[config.mk]
export PLATFORM = sky130hd
export DESIGN_NAME = btr_dpath
export DESIGN_NICKNAME = d
export VERILOG_FILES = /design/src/rtl/btr_pkg.sv /design/src/rtl/btr_dpath.sv
export SDC_FILE = /design/constraint.sdc
export NUM_CORES = 2
export LEC_CHECK = 0
export BUFFER_PORTS_ARGS = -buffer_cell sky130_fd_sc_hd__buf_2
export CAP_MARGIN = 10
export CORE_MARGIN = 2
export CORE_UTILIZATION = 36
export DETAILED_ROUTE_END_ITERATION = 7
export GPL_ROUTABILITY_DRIVEN = 0
export GPL_TIMING_DRIVEN = 1
export MAX_ROUTING_LAYER = met4
export SLEW_MARGIN = 20
export SYNTH_ARGS = -nofsm -noshare
export SYNTH_HDL_FRONTEND = slang
export SYNTH_SLANG_ARGS = --single-unit
[constraint.sdc]
create_clock -name clk_i -period 14.7 [get_ports clk_i]
set_input_delay 2.94 -clock clk_i [delete_from_list [all_inputs] [get_ports clk_i]]
set_output_delay 2.94 -clock clk_i [all_outputs]
set_load 0.01 [all_outputs]
[src/rtl/btr_pkg.sv]
// Package for the budget trend regression block: codes, fixed field widths
// and the command bundle from controller to datapath. No dependencies.

package btr_pkg;

  // Fixed widths of the configuration and result fields.
  localparam int unsigned WLEN_W     = 7;
  localparam int unsigned GOAL_W     = 24;
  localparam int unsigned CTG_W      = 10;
  localparam int unsigned ACTION_W   = 2;
  localparam int unsigned CFG_IDX_W  = 2;
  localparam int unsigned CFG_DATA_W = 24;

  // Configuration register indexes.
  localparam logic [CFG_IDX_W-1:0] CFG_WINDOW_LENGTH  = 2'd0;
  localparam logic [CFG_IDX_W-1:0] CFG_BUFFER_GOAL    = 2'd1;
  localparam logic [CFG_IDX_W-1:0] CFG_CHUNKS_TO_GOAL = 2'd2;

  // Reset values of the configuration registers.
  localparam logic [WLEN_W-1:0] WLEN_RESET = 7'd8;
  localparam logic [GOAL_W-1:0] GOAL_RESET = 24'd0;
  localparam logic [CTG_W-1:0]  CTG_RESET  = 10'd4;

  // Result action codes.
  localparam logic [ACTION_W-1:0] ACT_NONE     = 2'd0;
  localparam logic [ACTION_W-1:0] ACT_LOWER    = 2'd1;
  localparam logic [ACTION_W-1:0] ACT_INCREASE = 2'd2;

  // Operand selection of the shared multiplier.
  typedef enum logic [2:0] {
    OP_NONE,
    OP_SUM_N1,   // value sum times (n+1)
    OP_GOAL_N,   // buffer goal times n
    OP_DEV_N1,   // deviation times (n+1)
    OP_DEV_NSQ,  // deviation times (n*n-1)
    OP_NUM3_C    // 3*numerator times (n-1+2*chunks_to_goal)
  } mul_op_e;

  typedef struct packed {
    logic    push;      // write the accepted value and clear the sums
    logic    rd_en;     // read the next history entry, newest first
    mul_op_e op;
    logic    ld_nsq;
    logic    ld_num;
    logic    ld_dev;
    logic    ld_lhs1;
    logic    ld_lhs2;
    logic    ld_res;
    logic    res_full;
  } btr_cmd_t;

endpackage

[src/rtl/btr_dpath.sv]
// Datapath of the budget trend regression block: history memory, running
// sums, shared multiplier, crossing tests and result register. Depends on btr_pkg.

module btr_dpath import btr_pkg::*; #(
  parameter int unsigned WINDOW_MAX   = 64,
  parameter int unsigned BUDGET_WIDTH = 24,
  parameter int unsigned NW           = $clog2(WINDOW_MAX + 2)
) (
  input  logic                           clk_i,
  input  logic                           rst_ni,
  input  btr_cmd_t                       cmd_i,
  input  logic [NW-1:0]                  win_len_i,
  input  logic signed [GOAL_W-1:0]       buffer_goal_i,
  input  logic [CTG_W-1:0]               chunks_to_goal_i,
  input  logic signed [BUDGET_WIDTH-1:0] budget_left_i,
  output logic [ACTION_W-1:0]            action_o,
  output logic                           window_full_o
);

  localparam int unsigned AW   = $clog2(WINDOW_MAX);
  localparam int unsigned SW   = BUDGET_WIDTH + NW;
  localparam int unsigned PW   = BUDGET_WIDTH + 2 * NW;
  localparam int unsigned NUMW = PW + 3;
  localparam int unsigned N3W  = NUMW + 2;
  localparam int unsigned GBW  = (GOAL_W > BUDGET_WIDTH) ? GOAL_W : BUDGET_WIDTH;
  localparam int unsigned DW   = GBW + NW + 2;
  localparam int unsigned MAW  = (N3W > DW) ? N3W : DW;
  localparam int unsigned MBW  = 2 * NW + CTG_W;
  localparam int unsigned PRW  = MAW + MBW + 1;

  logic signed [BUDGET_WIDTH-1:0] hist_mem [WINDOW_MAX];
  logic signed [BUDGET_WIDTH-1:0] rdata_q;
  logic [AW-1:0]                  wp_q, rp_q;
  logic                           vld_q;

  logic signed [SW-1:0]   sum_q, sum_d;
  logic signed [PW-1:0]   psum_q;
  logic [2*NW-1:0]        nsq_q;
  logic signed [NUMW-1:0] num_q;
  logic signed [N3W-1:0]  num3_q;
  logic signed [DW-1:0]   dev_q;
  logic signed [PRW-1:0]  prod_q, prod_d;
  logic signed [PRW-1:0]  lhs1_q, lhs2_q;
  logic signed [PRW-1:0]  num_full, dev_full, rhs1;

  logic signed [MAW-1:0]  mul_a;
  logic [MBW-1:0]         mul_b;

  logic                   num_pos, num_zero, near_cross, far_cross;
  logic [ACTION_W-1:0]    action_d, action_q;
  logic                   full_q;

  // History as a circular buffer; reads walk backward from the newest entry.
  always_ff @(posedge clk_i) begin
    if (cmd_i.push) begin
      hist_mem[wp_q] <= budget_left_i;
    end
    if (cmd_i.rd_en) begin
      rdata_q <= hist_mem[rp_q];
    end
  end

  always_ff @(posedge clk_i or negedge rst_ni) begin
    if (!rst_ni) begin
      wp_q  <= '0;
      rp_q  <= '0;
      vld_q <= 1'b0;
    end else begin
      vld_q <= cmd_i.rd_en;
      if (cmd_i.push) begin
        wp_q <= (wp_q == AW'(WINDOW_MAX - 1)) ? '0 : wp_q + 1'b1;
        rp_q <= wp_q;
      end else if (cmd_i.rd_en) begin
        rp_q <= (rp_q == '0) ? AW'(WINDOW_MAX - 1) : rp_q - 1'b1;
      end
    end
  end

  // Adding the running sum into the weighted sum after each newest-first value
  // gives the value k places from the newest the weight n-k.
  assign sum_d = sum_q + SW'(rdata_q);

  always_ff @(posedge clk_i) begin
    if (cmd_i.push) begin
      sum_q  <= '0;
      psum_q <= '0;
    end else if (vld_q) begin
      sum_q  <= sum_d;
      psum_q <= psum_q + PW'(sum_d);
    end
  end

  // Shared multiplier, signed operand times unsigned operand.
  always_comb begin
    unique case (cmd_i.op)
      OP_SUM_N1: begin
        mul_a = MAW'(sum_q);
        mul_b = MBW'(win_len_i) + MBW'(1);
      end
      OP_GOAL_N: begin
        mul_a = MAW'(buffer_goal_i);
        mul_b = MBW'(win_len_i);
      end
      OP_DEV_N1: begin
        mul_a = MAW'(dev_q);
        mul_b = MBW'(win_len_i) + MBW'(1);
      end
      OP_DEV_NSQ: begin
        mul_a = MAW'(dev_q);
        mul_b = MBW'(nsq_q);
      end
      OP_NUM3_C: begin
        mul_a = MAW'(num3_q);
        mul_b = MBW'(win_len_i) + (MBW'(chunks_to_goal_i) << 1) - MBW'(1);
      end
      default: begin
        mul_a = '0;
        mul_b = '0;
      end
    endcase
  end

  assign prod_d   = mul_a * $signed({1'b0, mul_b});
  assign num_full = (PRW'(psum_q) <<< 1) - prod_q;
  assign dev_full = prod_q - PRW'(sum_q);

  always_ff @(posedge clk_i) begin
    if (cmd_i.op != OP_NONE) begin
      prod_q <= prod_d;
    end
    if (cmd_i.ld_nsq) begin
      nsq_q <= (2 * NW)'(win_len_i) * (2 * NW)'(win_len_i) - (2 * NW)'(1);
    end
    if (cmd_i.ld_num) begin
      num_q <= num_full[NUMW-1:0];
    end
    if (cmd_i.ld_dev) begin
      dev_q  <= dev_full[DW-1:0];
      num3_q <= N3W'(num_q) + (N3W'(num_q) <<< 1);
    end
    if (cmd_i.ld_lhs1) begin
      lhs1_q <= prod_q;
    end
    if (cmd_i.ld_lhs2) begin
      lhs2_q <= prod_q;
    end
  end

  // Crossing tests; the product register holds the far-side right-hand term
  // while the result is taken.
  assign rhs1       = PRW'(num3_q);
  assign num_zero   = (num_q == '0);
  assign num_pos    = !num_q[NUMW-1] && !num_zero;
  assign near_cross = num_pos ? (lhs1_q < rhs1) : (lhs1_q > rhs1);
  assign far_cross  = num_pos ? (lhs2_q > prod_q) : (lhs2_q < prod_q);

  always_comb begin
    if (!cmd_i.res_full || num_zero) begin
      action_d = ACT_NONE;
    end else if (near_cross) begin
      action_d = num_pos ? ACT_LOWER : ACT_INCREASE;
    end else if (far_cross) begin
      action_d = num_pos ? ACT_INCREASE : ACT_LOWER;
    end else begin
      action_d = ACT_NONE;
    end
  end

  always_ff @(posedge clk_i or negedge rst_ni) begin
    if (!rst_ni) begin
      action_q <= ACT_NONE;
      full_q   <= 1'b0;
    end else if (cmd_i.ld_res) begin
      action_q <= action_d;
      full_q   <= cmd_i.res_full;
    end
  end

  assign action_o      = action_q;
  assign window_full_o = full_q;

endmodule

==> flow_summary_export.csv <==
group,metric,value,unit
yosys,synth-async-reset-ratio,0.808,%
worst_setup_path,end_kind,"flop",
timing,worst_pin_slew,1.27,ns
worst_setup_path,cp_max_fo,13,
yosys,seq_area_frac_synth,49.2,%
timing,period_share,91.1,%
worst_setup_path,arrival,13.98,ns
worst_setup_path,max_stage_delay,0.78,ns
timing,fin_crit,13.39,ns
yosys,synthCells,8642,
detailed_routing,wl_per_cell,23.1,um
global_routing,overflow,0,
pwr,peakVddDrop,0.131,mV
worst_setup_path,startpoint_type,"primary input",
detailed_routing,vias,70200,
yosys,syn_area,119000,um2
final_layout,layout.nets,10500,
floorplanning,io_pins,82,
worst_setup_path,crit_family,"adder cells",
yosys,ys_ff_latch,1979,
pwr,leakagePower,0.0526,uW
clock_tree,htree_levels,4,
clock_tree,clockBufferDepth,4,
yosys,synth_flop_cell,"edfxtp_1",
worst_setup_path,cp_data_required_time,15.30,ns
clock_tree,cts_setup_buffers,0,
worst_setup_path,r2r_setup_slack,4.83,ns
floorplanning,dieHeight,580,um
yosys,ys.warnings.count,0,
clock_tree,path_clk_slew,0.06,ns
final_layout,final_cell_mix,"edfxtp_1 (1,894), inv_1 (1,358), fa_1 (978), nor2_1 (588), ha_1 (567)",
final_layout,final_common_cell,"edfxtp_1",
clock_tree,cts_hold_buf,0,
floorplanning,core-area,330000,um2
placement,dp_hpwl,219000,um
clock_tree,cts_tree,"done",
global_routing,grt_antenna_before_repair,9,
hold_path,hold_path_end,"num3_q[0]",
yosys,avgSynthCellArea,13.8,um2
global_routing,grt_pass1_wl,469000,um
clock_tree,cts.sinks,1979,
placement,io_buffers,81,
final_layout,drive_gt1_share,12.6,%
timing,setup_viol,0,
worst_setup_path,crit_slowest_cell,"nand2_1",
clock_tree,numCtsBuffers,200,
worst_setup_path,cp_common_cell,"fa_1",
placement,dp.cells,13000,
floorplanning,dieArea,336000,um2
timing,slew-limit-headroom,15.4,%
clock_tree,post_cts_resized,0,
detailed_routing,drt_pass1_iterations,5,
clock_tree,clkLatencyLatePin,0.91,ns
final_layout,final_util,40.0,%
timing,hold_viol,0,
yosys,synthesis.nets,10300,
detailed_routing,ant_nets,0,
detailed_routing,drcViolationCount,0,
worst_setup_path,worstPathBufferInverterCount,6,
hold_path,min_from,"num_q[0]",
floorplanning,fp-row-count,211,
global_routing,grt_pass1_vias,73800,
run_status,outcome,"finished clean",
global_routing,grt_max_degree,129,
worst_setup_path,ff2ff_path_depth,30,
job,cap_violations,0,
final_layout,area_delta_synth_final,10.7,%
hold_path,holdPathStages,0,
hold_path,hold_class,"flop to flop",
timing,maxSlewViolCount,0,
worst_setup_path,path_class,"primary input to flop",
timing,finalClockSkew,0.148,ns
global_routing,grtUsageTotal,19.1,%
clock_tree,cts-root-buf,"clkbuf_16",
final_layout,layoutNonFillerInstCount,13400,
pwr,powerDensity,197,nW/um2
detailed_routing,drt_iter0_drc,6220,
timing,setup_tns,0,ns
worst_setup_path,reg2reg_to,"prod_q[67]",
worst_setup_path,r2r_start,"sum_q[23]",
timing,max_freq,0.0747,GHz
detailed_routing,drt_wl_total,309000,um
yosys,synth_edf_count,1894,
timing,rsz0062_at_grt,"false",
detailed_routing,viasPerCell,5.25,
floorplanning,fp.dieW,580,um
yosys,synth_cell_types,91,
floorplanning,start_util,36.1,%
Yosys cell counts, types with 12 or more instances:
cell type | count | area share (%)
a221oi_1 | 59 | 0.43
nor3_1 | 45 | 0.19
a31oi_1 | 29 | 0.15
and2_1 | 27 | 0.14
a21oi_1 | 283 | 1.2
clkbuf_1 | 213 | 0.67
dfrtp_1 | 16 | 0.34
inv_1 | 1358 | 4.3
buf_1 | 71 | 0.22
o22ai_1 | 16 | 0.084
o21a_1 | 33 | 0.21
or2_2 | 16 | 0.084
xor2_1 | 67 | 0.49
nor2_1 | 650 | 2.0
nor2b_1 | 48 | 0.25
nand2b_1 | 49 | 0.26
edfxtp_1 | 1894 | 48
mux2i_1 | 139 | 1.2
nand4_1 | 55 | 0.29
fa_1 | 978 | 16
mux4_2 | 450 | 8.5
a211oi_1 | 30 | 0.19
ha_1 | 567 | 5.9
o21ai_0 | 146 | 0.61
and3_1 | 34 | 0.18
or3_1 | 13 | 0.068
a21boi_0 | 12 | 0.076
dfxtp_1 | 69 | 1.2
a21o_1 | 213 | 1.3
a221o_1 | 32 | 0.27
a22oi_1 | 16 | 0.10
xnor2_1 | 183 | 1.3
o21bai_1 | 30 | 0.19
o21ai_1 | 25 | 0.10
o211ai_1 | 16 | 0.10
nand2_1 | 523 | 1.6
nand3_1 | 65 | 0.27
worst max path at each step:
stage                            start          to  cells past startpoint
final                     win_len_i[2]  prod_q[67]                     39
after global routing      win_len_i[2]  prod_q[67]                     39
after CTS                 win_len_i[2]  prod_q[67]                     39
after detailed placement  win_len_i[2]  prod_q[67]                     39
after global placement    win_len_i[1]  prod_q[67]                     43
after floorplan           win_len_i[2]  prod_q[67]                     43
kinds of logic (layout without fill, tap and decap cells):
group                    after synthesis  count (layout)  synth area share (%)
AND/OR/NAND/NOR                     1568            1568                  5.70
XOR/XNOR                             250             250                  1.84
multiplexers                         597             597                  9.74
flip-flops                          1979            1979                  49.2
other                                  0              11                     0
buffers and inverters               1646            1984                  5.19
AO/OA/AOI/OAI                       1057            1057                  5.98
adder cells (fa/ha/maj)             1545            1545                  22.4
per-stage QoR:
| step | total power [uW] | worst slack, ns | instance area [um2] | hold slack [ns] |
|---|---|---|---|---|
| final | 26100 | 1.31 | 132000 | 0.442 |
| after global routing | 27800 | 0.727 | 132000 | 0.466 |
| after CTS | 26200 | 1.59 | 132000 | 0.452 |
| after detailed placement | 21100 | 0.688 | 126000 | 0.474 |
| after global placement | 20900 | 0.890 | 126000 | 0.488 |
| after floorplan | 17200 | 2.13 | 119000 | 0.445 |
flip-flops by register name (all words and copies together) (netlist names), 13 cells and up:
| signal | cells |
|---|---|
| hist_mem | 1536 |
| lhs1_q | 68 |
| lhs2_q | 68 |
| prod_q | 68 |
| num3_q | 43 |
| num_q | 41 |
| psum_q | 38 |
| dev_q | 33 |
| sum_q | 31 |
| rdata_q | 24 |
| nsq_q | 13 |
layout make-up:
cell class / count / area (um2)
sequential: 1979 / 58700
inverter: 1359 / 5100
timing repair buffer: 272 / 1920
tap: 4366 / 5460
multi-input combinational: 5017 / 54800
clock buffer: 254 / 5330
fill: 30200 / 198000
antenna: 11 / 27.5
clock inverter: 99 / 783
worst reg2reg max path, delay by kind of cell (launching register included):
| family | cells | cell delay [ns] |
|---|---|---|
| flip-flops | 1 | 0.36 |
| AND/OR/NAND/NOR | 3 | 0.89 |
| AO/OA/AOI/OAI | 12 | 3.77 |
| buffers and inverters | 6 | 0.46 |
| multiplexers | 1 | 0.14 |
| adder cells (fa/ha/maj) | 8 | 4.09 |
routing by layer:
layer,vias to the layer above,wire length (um),global-route usage [%]
li1,30800,-,-
met1,36400,130000,25.2
met2,2470,148000,30.7
met3,524,21000,2.62
met4,0,10200,5.86
met5,-,0,-
where the power goes:
part,internal (uW),switching [uW]
logic,5470,7740
registers,7300,664
clock network,2740,2130
total,15500,10500
(Power assumes the default switching activity.)
