### src/rtl/btr_pkg.sv
// Package for the budget trend regression block: codes, fixed field widths
// and the command bundle from controller to datapath. No dependencies.

package btr_pkg;

  // Fixed widths of the configuration and result fields.
  localparam int unsigned WLEN_W     = 7;
  localparam int unsigned GOAL_W     = 24;
  localparam int unsigned CTG_W      = 10;
  localparam int unsigned ACTION_W   = 2;
  localparam int unsigned CFG_IDX_W  = 2;
  localparam int unsigned CFG_DATA_W = 24;

  // Configuration register indexes.
  localparam logic [CFG_IDX_W-1:0] CFG_WINDOW_LENGTH  = 2'd0;
  localparam logic [CFG_IDX_W-1:0] CFG_BUFFER_GOAL    = 2'd1;
  localparam logic [CFG_IDX_W-1:0] CFG_CHUNKS_TO_GOAL = 2'd2;

  // Reset values of the configuration registers.
  localparam logic [WLEN_W-1:0] WLEN_RESET = 7'd8;
  localparam logic [GOAL_W-1:0] GOAL_RESET = 24'd0;
  localparam logic [CTG_W-1:0]  CTG_RESET  = 10'd4;

  // Result action codes.
  localparam logic [ACTION_W-1:0] ACT_NONE     = 2'd0;
  localparam logic [ACTION_W-1:0] ACT_LOWER    = 2'd1;
  localparam logic [ACTION_W-1:0] ACT_INCREASE = 2'd2;

  // Operand selection of the shared multiplier.
  typedef enum logic [2:0] {
    OP_NONE,
    OP_SUM_N1,   // value sum times (n+1)
    OP_GOAL_N,   // buffer goal times n
    OP_DEV_N1,   // deviation times (n+1)
    OP_DEV_NSQ,  // deviation times (n*n-1)
    OP_NUM3_C    // 3*numerator times (n-1+2*chunks_to_goal)
  } mul_op_e;

  typedef struct packed {
    logic    push;      // write the accepted value and clear the sums
    logic    rd_en;     // read the next history entry, newest first
    mul_op_e op;
    logic    ld_nsq;
    logic    ld_num;
    logic    ld_dev;
    logic    ld_lhs1;
    logic    ld_lhs2;
    logic    ld_res;
    logic    res_full;
  } btr_cmd_t;

endpackage

### src/rtl/btr_ctrl.sv
// Controller of the budget trend regression block: sequencing state machine,
// window fill count and output valid flag. Depends on btr_pkg.

module btr_ctrl import btr_pkg::*; #(
  parameter int unsigned WINDOW_MAX = 64,
  parameter int unsigned NW         = $clog2(WINDOW_MAX + 2)
) (
  input  logic              clk_i,
  input  logic              rst_ni,
  input  logic [WLEN_W-1:0] window_length_i,
  input  logic              in_valid_i,
  output logic              in_ready_o,
  output logic              out_valid_o,
  input  logic              out_ready_i,
  output logic [NW-1:0]     win_len_o,
  output btr_cmd_t          cmd_o
);

  localparam logic [3:0] ST_IDLE  = 4'd0;
  localparam logic [3:0] ST_READ  = 4'd1;
  localparam logic [3:0] ST_DRAIN = 4'd2;
  localparam logic [3:0] ST_MN    = 4'd3;
  localparam logic [3:0] ST_MD    = 4'd4;
  localparam logic [3:0] ST_M3N   = 4'd5;
  localparam logic [3:0] ST_ML1   = 4'd6;
  localparam logic [3:0] ST_ML2   = 4'd7;
  localparam logic [3:0] ST_MR2   = 4'd8;
  localparam logic [3:0] ST_FIN   = 4'd9;

  localparam logic [NW-1:0] FILL_MAX = NW'(WINDOW_MAX + 1);

  logic [3:0]    state_q, state_d;
  logic [NW-1:0] fill_q, fill_d, fill_next;
  logic [NW-1:0] n_q, n_d, n_clamp;
  logic [NW-1:0] k_q, k_d;
  logic          eval_q, eval_d;
  logic          out_valid_q, out_valid_d;
  logic          out_free;

  // Out-of-range window lengths are clamped to the supported span.
  always_comb begin
    if (window_length_i < WLEN_W'(2)) begin
      n_clamp = NW'(2);
    end else if (32'(window_length_i) > WINDOW_MAX) begin
      n_clamp = NW'(WINDOW_MAX);
    end else begin
      n_clamp = NW'(window_length_i);
    end
  end

  assign fill_next = (fill_q == FILL_MAX) ? fill_q : fill_q + 1'b1;
  assign out_free  = !out_valid_q || out_ready_i;

  always_comb begin
    state_d     = state_q;
    fill_d      = fill_q;
    n_d         = n_q;
    k_d         = k_q;
    eval_d      = eval_q;
    out_valid_d = out_valid_q;
    cmd_o       = '0;
    cmd_o.op    = OP_NONE;

    if (out_valid_q && out_ready_i) begin
      out_valid_d = 1'b0;
    end

    unique case (state_q)
      ST_IDLE: begin
        if (in_valid_i) begin
          cmd_o.push = 1'b1;
          fill_d     = fill_next;
          n_d        = n_clamp;
          k_d        = '0;
          eval_d     = (fill_next > n_clamp);
          state_d    = (fill_next > n_clamp) ? ST_READ : ST_FIN;
        end
      end
      ST_READ: begin
        cmd_o.rd_en = 1'b1;
        k_d         = k_q + 1'b1;
        if (k_q == n_q - 1'b1) begin
          state_d = ST_DRAIN;
        end
      end
      ST_DRAIN: begin
        state_d = ST_MN;
      end
      ST_MN: begin
        cmd_o.op     = OP_SUM_N1;
        cmd_o.ld_nsq = 1'b1;
        state_d      = ST_MD;
      end
      ST_MD: begin
        cmd_o.op     = OP_GOAL_N;
        cmd_o.ld_num = 1'b1;
        state_d      = ST_M3N;
      end
      ST_M3N: begin
        cmd_o.ld_dev = 1'b1;
        state_d      = ST_ML1;
      end
      ST_ML1: begin
        cmd_o.op = OP_DEV_N1;
        state_d  = ST_ML2;
      end
      ST_ML2: begin
        cmd_o.op      = OP_DEV_NSQ;
        cmd_o.ld_lhs1 = 1'b1;
        state_d       = ST_MR2;
      end
      ST_MR2: begin
        cmd_o.op      = OP_NUM3_C;
        cmd_o.ld_lhs2 = 1'b1;
        state_d       = ST_FIN;
      end
      ST_FIN: begin
        // The result waits here until the output register can take it.
        if (out_free) begin
          cmd_o.ld_res   = 1'b1;
          cmd_o.res_full = eval_q;
          out_valid_d    = 1'b1;
          state_d        = ST_IDLE;
        end
      end
      default: begin
        state_d = ST_IDLE;
      end
    endcase
  end

  always_ff @(posedge clk_i or negedge rst_ni) begin
    if (!rst_ni) begin
      state_q     <= ST_IDLE;
      fill_q      <= '0;
      n_q         <= NW'(2);
      k_q         <= '0;
      eval_q      <= 1'b0;
      out_valid_q <= 1'b0;
    end else begin
      state_q     <= state_d;
      fill_q      <= fill_d;
      n_q         <= n_d;
      k_q         <= k_d;
      eval_q      <= eval_d;
      out_valid_q <= out_valid_d;
    end
  end

  assign in_ready_o  = (state_q == ST_IDLE);
  assign out_valid_o = out_valid_q;
  assign win_len_o   = n_q;

endmodule

### config.mk
export PLATFORM = sky130hd
export DESIGN_NAME = btr_ctrl
export DESIGN_NICKNAME = d
export VERILOG_FILES = /design/src/rtl/btr_pkg.sv /design/src/rtl/btr_ctrl.sv
export SDC_FILE = /design/constraint.sdc
export NUM_CORES = 1
export LEC_CHECK = 0
export BUFFER_PORTS_ARGS = -buffer_cell sky130_fd_sc_hd__buf_2
export CAP_MARGIN = 10
export CELL_PAD_IN_SITES_DETAIL_PLACEMENT = 1
export CELL_PAD_IN_SITES_GLOBAL_PLACEMENT = 1
export CORE_ASPECT_RATIO = 1.75
export CORE_MARGIN = 2
export CORE_UTILIZATION = 38
export CTS_BUF_LIST = sky130_fd_sc_hd__clkbuf_4
export DETAILED_ROUTE_END_ITERATION = 8
export GPL_ROUTABILITY_DRIVEN = 0
export GPL_TIMING_DRIVEN = 0
export PLACE_DENSITY = 0.85
export SLEW_MARGIN = 15
export SYNTH_ARGS = -nofsm -noshare
export SYNTH_HDL_FRONTEND = slang
export SYNTH_SLANG_ARGS = --single-unit
### constraint.sdc
create_clock -name clk_i -period 5 [get_ports clk_i]
set_clock_uncertainty 0.2 [all_clocks]
set_input_delay 0.25 -clock clk_i [delete_from_list [all_inputs] [get_ports clk_i]]
set_output_delay 0.25 -clock clk_i [all_outputs]
set_load 0.05 [all_outputs]
==> report_table.html <==
<table>
<tr><th>Metric</th><th>Value</th></tr>
<tr><th colspan="2">Global route</th></tr>
<tr><td>Overall overflow remaining after global route</td><td>0</td></tr>
<tr><td>GRT Total Usage</td><td>18.57%</td></tr>
<tr><td>Pin count of the biggest net entering global routing</td><td>28</td></tr>
<tr><td>Initial antenna violation count</td><td>0</td></tr>
<tr><td>Wire length of the first global-routing pass</td><td>7107 um</td></tr>
<tr><td>Vias in the first global route</td><td>1,604</td></tr>
<tr><th colspan="2">Route</th></tr>
<tr><td>Number of DRC violations after detailed routing</td><td>0</td></tr>
<tr><td>Overall routed net length</td><td>4184 um</td></tr>
<tr><td>Number of optimization iterations in the first detailed-route pass</td><td>4</td></tr>
<tr><td>Post-route ant nets</td><td>0</td></tr>
<tr><td>Routed wire per std cell</td><td>14.63 um</td></tr>
<tr><td>Vias per inst</td><td>5.437</td></tr>
<tr><td>Total number of vias</td><td>1,555</td></tr>
<tr><td>Starting DRC count in detailed routing</td><td>20</td></tr>
<tr><th colspan="2">Placed design</th></tr>
<tr><td>Number of port buffers</td><td>31</td></tr>
<tr><td>DP HPWL</td><td>3399 um</td></tr>
<tr><td>Placed Cells</td><td>279</td></tr>
<tr><th colspan="2">Setup path</th></tr>
<tr><td>Worst Setup Path Type</td><td>reg -&gt; reg</td></tr>
<tr><td>Worst R2R Path Depth</td><td>12</td></tr>
<tr><td>Signal arrival time at the worst endpoint</td><td>2.81 ns</td></tr>
<tr><td>Setup crit end kind</td><td>register</td></tr>
<tr><td>Maximum fanout count along the critical path</td><td>5</td></tr>
<tr><td>Worst R2R Setup Slack</td><td>2.26 ns</td></tr>
<tr><td>Beginning of the worst register-to-register path</td><td>fill_q[1]</td></tr>
<tr><td>Worst endpoint required time</td><td>5.07 ns</td></tr>
<tr><td>Crit path launch</td><td>fill_q[1]</td></tr>
<tr><td>Crit path capture</td><td>state_q[3]</td></tr>
<tr><td>CP Launch Type</td><td>register</td></tr>
<tr><td>RR Endpoint</td><td>state_q[3]</td></tr>
<tr><th colspan="2">Clock tree</th></tr>
<tr><td>Cell at the root of the clock tree</td><td>sky130_fd_sc_hd__clkbuf_4</td></tr>
<tr><td>Clock latency on the worst-skew pair</td><td>0.33 ns</td></tr>
<tr><td>Post-CTS Repair Setup Buffers</td><td>0</td></tr>
<tr><td>TritonCTS clock tree</td><td>yes</td></tr>
<tr><td>Maximum root-to-sink buffer count</td><td>2</td></tr>
<tr><td>Total clock sinks</td><td>27</td></tr>
<tr><td>Count of H-tree levels built during CTS</td><td>1</td></tr>
<tr><td>CTS clk-pin slew, worst paths</td><td>0.15 ns</td></tr>
<tr><td>Total clock buffers created by CTS</td><td>3</td></tr>
<tr><th colspan="2">Synth</th></tr>
<tr><td>Synthesized flop and latch total</td><td>27</td></tr>
<tr><td>Cell type with the largest total area after synthesis</td><td>sky130_fd_sc_hd__dfrtp_1</td></tr>
<tr><td>EDFF count, synth</td><td>0</td></tr>
<tr><td>Post-synthesis instance total</td><td>197</td></tr>
<tr><td>Async set-or-reset flop fraction in the synthesized netlist</td><td>100.0%</td></tr>
<tr><td>Net Count, Synth</td><td>219</td></tr>
<tr><td>Fraction of synthesized cell area taken by the top area cell type</td><td>37.68%</td></tr>
<tr><td>Synthesized area per cell</td><td>8.765 sq um</td></tr>
<tr><td>Post-synth top flop</td><td>sky130_fd_sc_hd__dfrtp_1</td></tr>
<tr><td>Cell area after technology mapping</td><td>1727 sq um</td></tr>
<tr><td>Sequential element share of the synthesized area</td><td>39.20%</td></tr>
<tr><td>Number of warnings reported in the yosys synthesis log</td><td>0</td></tr>
<tr><td>Number of unique standard cell types used by synthesis</td><td>38</td></tr>
<tr><td>Cell types with the largest area share after synthesis</td><td>sky130_fd_sc_hd__dfrtp_1 (38%), sky130_fd_sc_hd__ha_1 (8.0%), sky130_fd_sc_hd__nand2_1 (6.3%)</td></tr>
<tr><th colspan="2">Floorplan</th></tr>
<tr><td>Starting Density</td><td>39.20%</td></tr>
<tr><td>Vert. Die Dim</td><td>93.17 um</td></tr>
<tr><td>Horizontal die dimension</td><td>54.96 um</td></tr>
<tr><td>Core area</td><td>4404 sq um</td></tr>
<tr><td>Total die area</td><td>5120 sq um</td></tr>
<tr><td>Count of standard-cell rows</td><td>32</td></tr>
<tr><td>Top-level I/O count</td><td>32</td></tr>
<tr><th colspan="2">Power</th></tr>
<tr><td>Pwr Density</td><td>639.7 nW/um^2</td></tr>
<tr><td>Maximum VDD drop</td><td>0.3149 mV</td></tr>
<tr><td>LEAKAGE</td><td>0.9868 nW</td></tr>
<tr><th colspan="2">STA</th></tr>
<tr><td>Post-layout minimum cycle time</td><td>2.740 ns</td></tr>
<tr><td>Max-slew violation count</td><td>0</td></tr>
<tr><td>Setup TNS Final</td><td>0 ns</td></tr>
<tr><td>Final-report hold violation count</td><td>0</td></tr>
<tr><td>Final Cycle Share</td><td>54.80%</td></tr>
<tr><td>Highest attainable clock frequency</td><td>365.0 MHz</td></tr>
<tr><td>Slew HR</td><td>57.76%</td></tr>
<tr><td>RSZ-0062 raised after global routing</td><td>no</td></tr>
<tr><td>Count of final setup violators</td><td>0</td></tr>
<tr><td>Measured slew at the worst slew-check pin</td><td>0.6335 ns</td></tr>
<tr><th colspan="2">Final layout</th></tr>
<tr><td>Filler Cell Count</td><td>568</td></tr>
<tr><td>Fraction of layout instances using a drive strength above 1</td><td>19.15%</td></tr>
<tr><td>Final net count</td><td>258</td></tr>
<tr><td>Most common cell after layout, fill and taps aside</td><td>sky130_fd_sc_hd__buf_2</td></tr>
<tr><td>Filler-free cell count of the finished design</td><td>286</td></tr>
<tr><td>Multi-input gate area</td><td>992.2 sq um</td></tr>
<tr><td>Register area</td><td>676.9 sq um</td></tr>
<tr><td>Diodes inserted</td><td>0</td></tr>
<tr><td>Growth of design area from synthesis to finish</td><td>16.16%</td></tr>
<tr><td>Highest-count cells in the layout ignoring fill and taps</td><td>sky130_fd_sc_hd__buf_2 (32), sky130_fd_sc_hd__nand2_1 (29), sky130_fd_sc_hd__dfrtp_1 (26)</td></tr>
<tr><th colspan="2">Flow run</th></tr>
<tr><td>Maxcap violations</td><td>0</td></tr>
<tr><th colspan="2">Worst hold path</th></tr>
<tr><td>Hold Crit Class</td><td>in -&gt; reg</td></tr>
<tr><th colspan="2">Run status</th></tr>
<tr><td>Status</td><td>complete, no violations</td></tr>
</table>
==> power breakdown <==
part           switching (mW)  internal [mW]
clock network          0.0653         0.0368
registers              0.0913          0.293
logic                   0.524          0.273
==> metal layers <==
metal / wire length, um / up-vias / GRT usage (%)
li1: - / 756 / -
met1: 1570 / 774 / 20.04
met2: 2455 / 18 / 35.22
met3: 71 / 7 / 1.438
met4: 87 / 0 / 6.301
met5: 0 / - / 0
==> Yosys cell counts, drive strengths merged, types with 2 or more instances <==
library cell,instances
nand2b,3
nand3,8
or3,3
nor2,17
and2,2
mux2,2
and3,2
nor2b,4
nor3,4
nand4,4
o22ai,2
ha,11
nor4,3
inv,8
xnor2,12
dfrtp,26
nand2,29
xor2,12
o21ai,19
clkbuf,5
a21oi,5
a211o,2
a211oi,2
==> area by class of cell <==
cell class              count  area share (%)
clock buffers               4           1.497
repair buffers             34           9.233
well taps                  51           3.182
flip-flops and latches     27           33.75
multi-input cells         155           49.47
inverters                   9           1.684
plain buffers               6           1.185
==> cells by family (layout without fill, tap and decap cells) <==
family,Yosys count,after routing,synth area share (%)
AND/OR/NAND/NOR,84,84,24.28
AO/OA/AOI/OAI,34,34,11.74
flip-flops,27,27,39.20
XOR/XNOR,24,24,12.17
buffers and inverters,15,53,3.333
adder cells (fa/ha/maj),11,11,7.971
multiplexers,2,2,1.304
==> worst min-delay path by stage <==
stage	endpoint	start	cells after the start	slack (ns)
3_5_place_dp	k_q[6]	rst_ni	1	0.11
6_report	win_len_o[4]	window_length_i[4]	3	0.02
3_3_place_gp	fill_q[3]	rst_ni	1	0.1
2_1_floorplan	eval_q	rst_ni	0	-0.25
5_1_grt	win_len_o[4]	window_length_i[4]	3	0.02
4_1_cts	win_len_o[4]	window_length_i[4]	3	0.007
==> flip-flops by register name (all words and copies together), names as in the netlist <==
signal,cells
win_len_o,7
eval_q,1
state_q,4
fill_q,7
out_valid_o,1
k_q,7
==> worst max-delay path, stage by stage (launching register included) <==
cell,delay [ns]
sky130_fd_sc_hd__dfrtp_1,0.44
sky130_fd_sc_hd__inv_1,0.09
sky130_fd_sc_hd__ha_1,0.15
sky130_fd_sc_hd__nor4b_1,0.22
sky130_fd_sc_hd__nand3b_1,0.22
sky130_fd_sc_hd__a21oi_1,0.26
sky130_fd_sc_hd__ha_1,0.27
sky130_fd_sc_hd__nor2b_1,0.13
sky130_fd_sc_hd__o21ai_0,0.14
sky130_fd_sc_hd__a21oi_1,0.09
sky130_fd_sc_hd__o22ai_1,0.22
sky130_fd_sc_hd__a21oi_1,0.11
sky130_fd_sc_hd__o22ai_1,0.13
==> metrics by stage <==
stage               util (%)  instance area [sq um]  hold WS [ns]  power (mW)  worst slack, ns
floorplan                  -                   1727       -0.2456       1.004            1.792
global placement       44.18                   1946       0.09977       1.161            2.294
detailed placement     44.18                   1946        0.1085       1.197            2.256
CTS                    45.54                   2006      0.006567       1.304            2.217
global route           45.54                   2006       0.02164       1.401            1.950
finish                 45.54                   2006       0.01634       1.283            2.260
==> what timing repair did <==
| action | CTS | global route |
|---|---|---|
| resized for setup | 0 | 0 |
| hold buffers | 3 | 0 |
| hold endpoints to repair | 28 | 0 |
(Power assumes the default switching activity.)
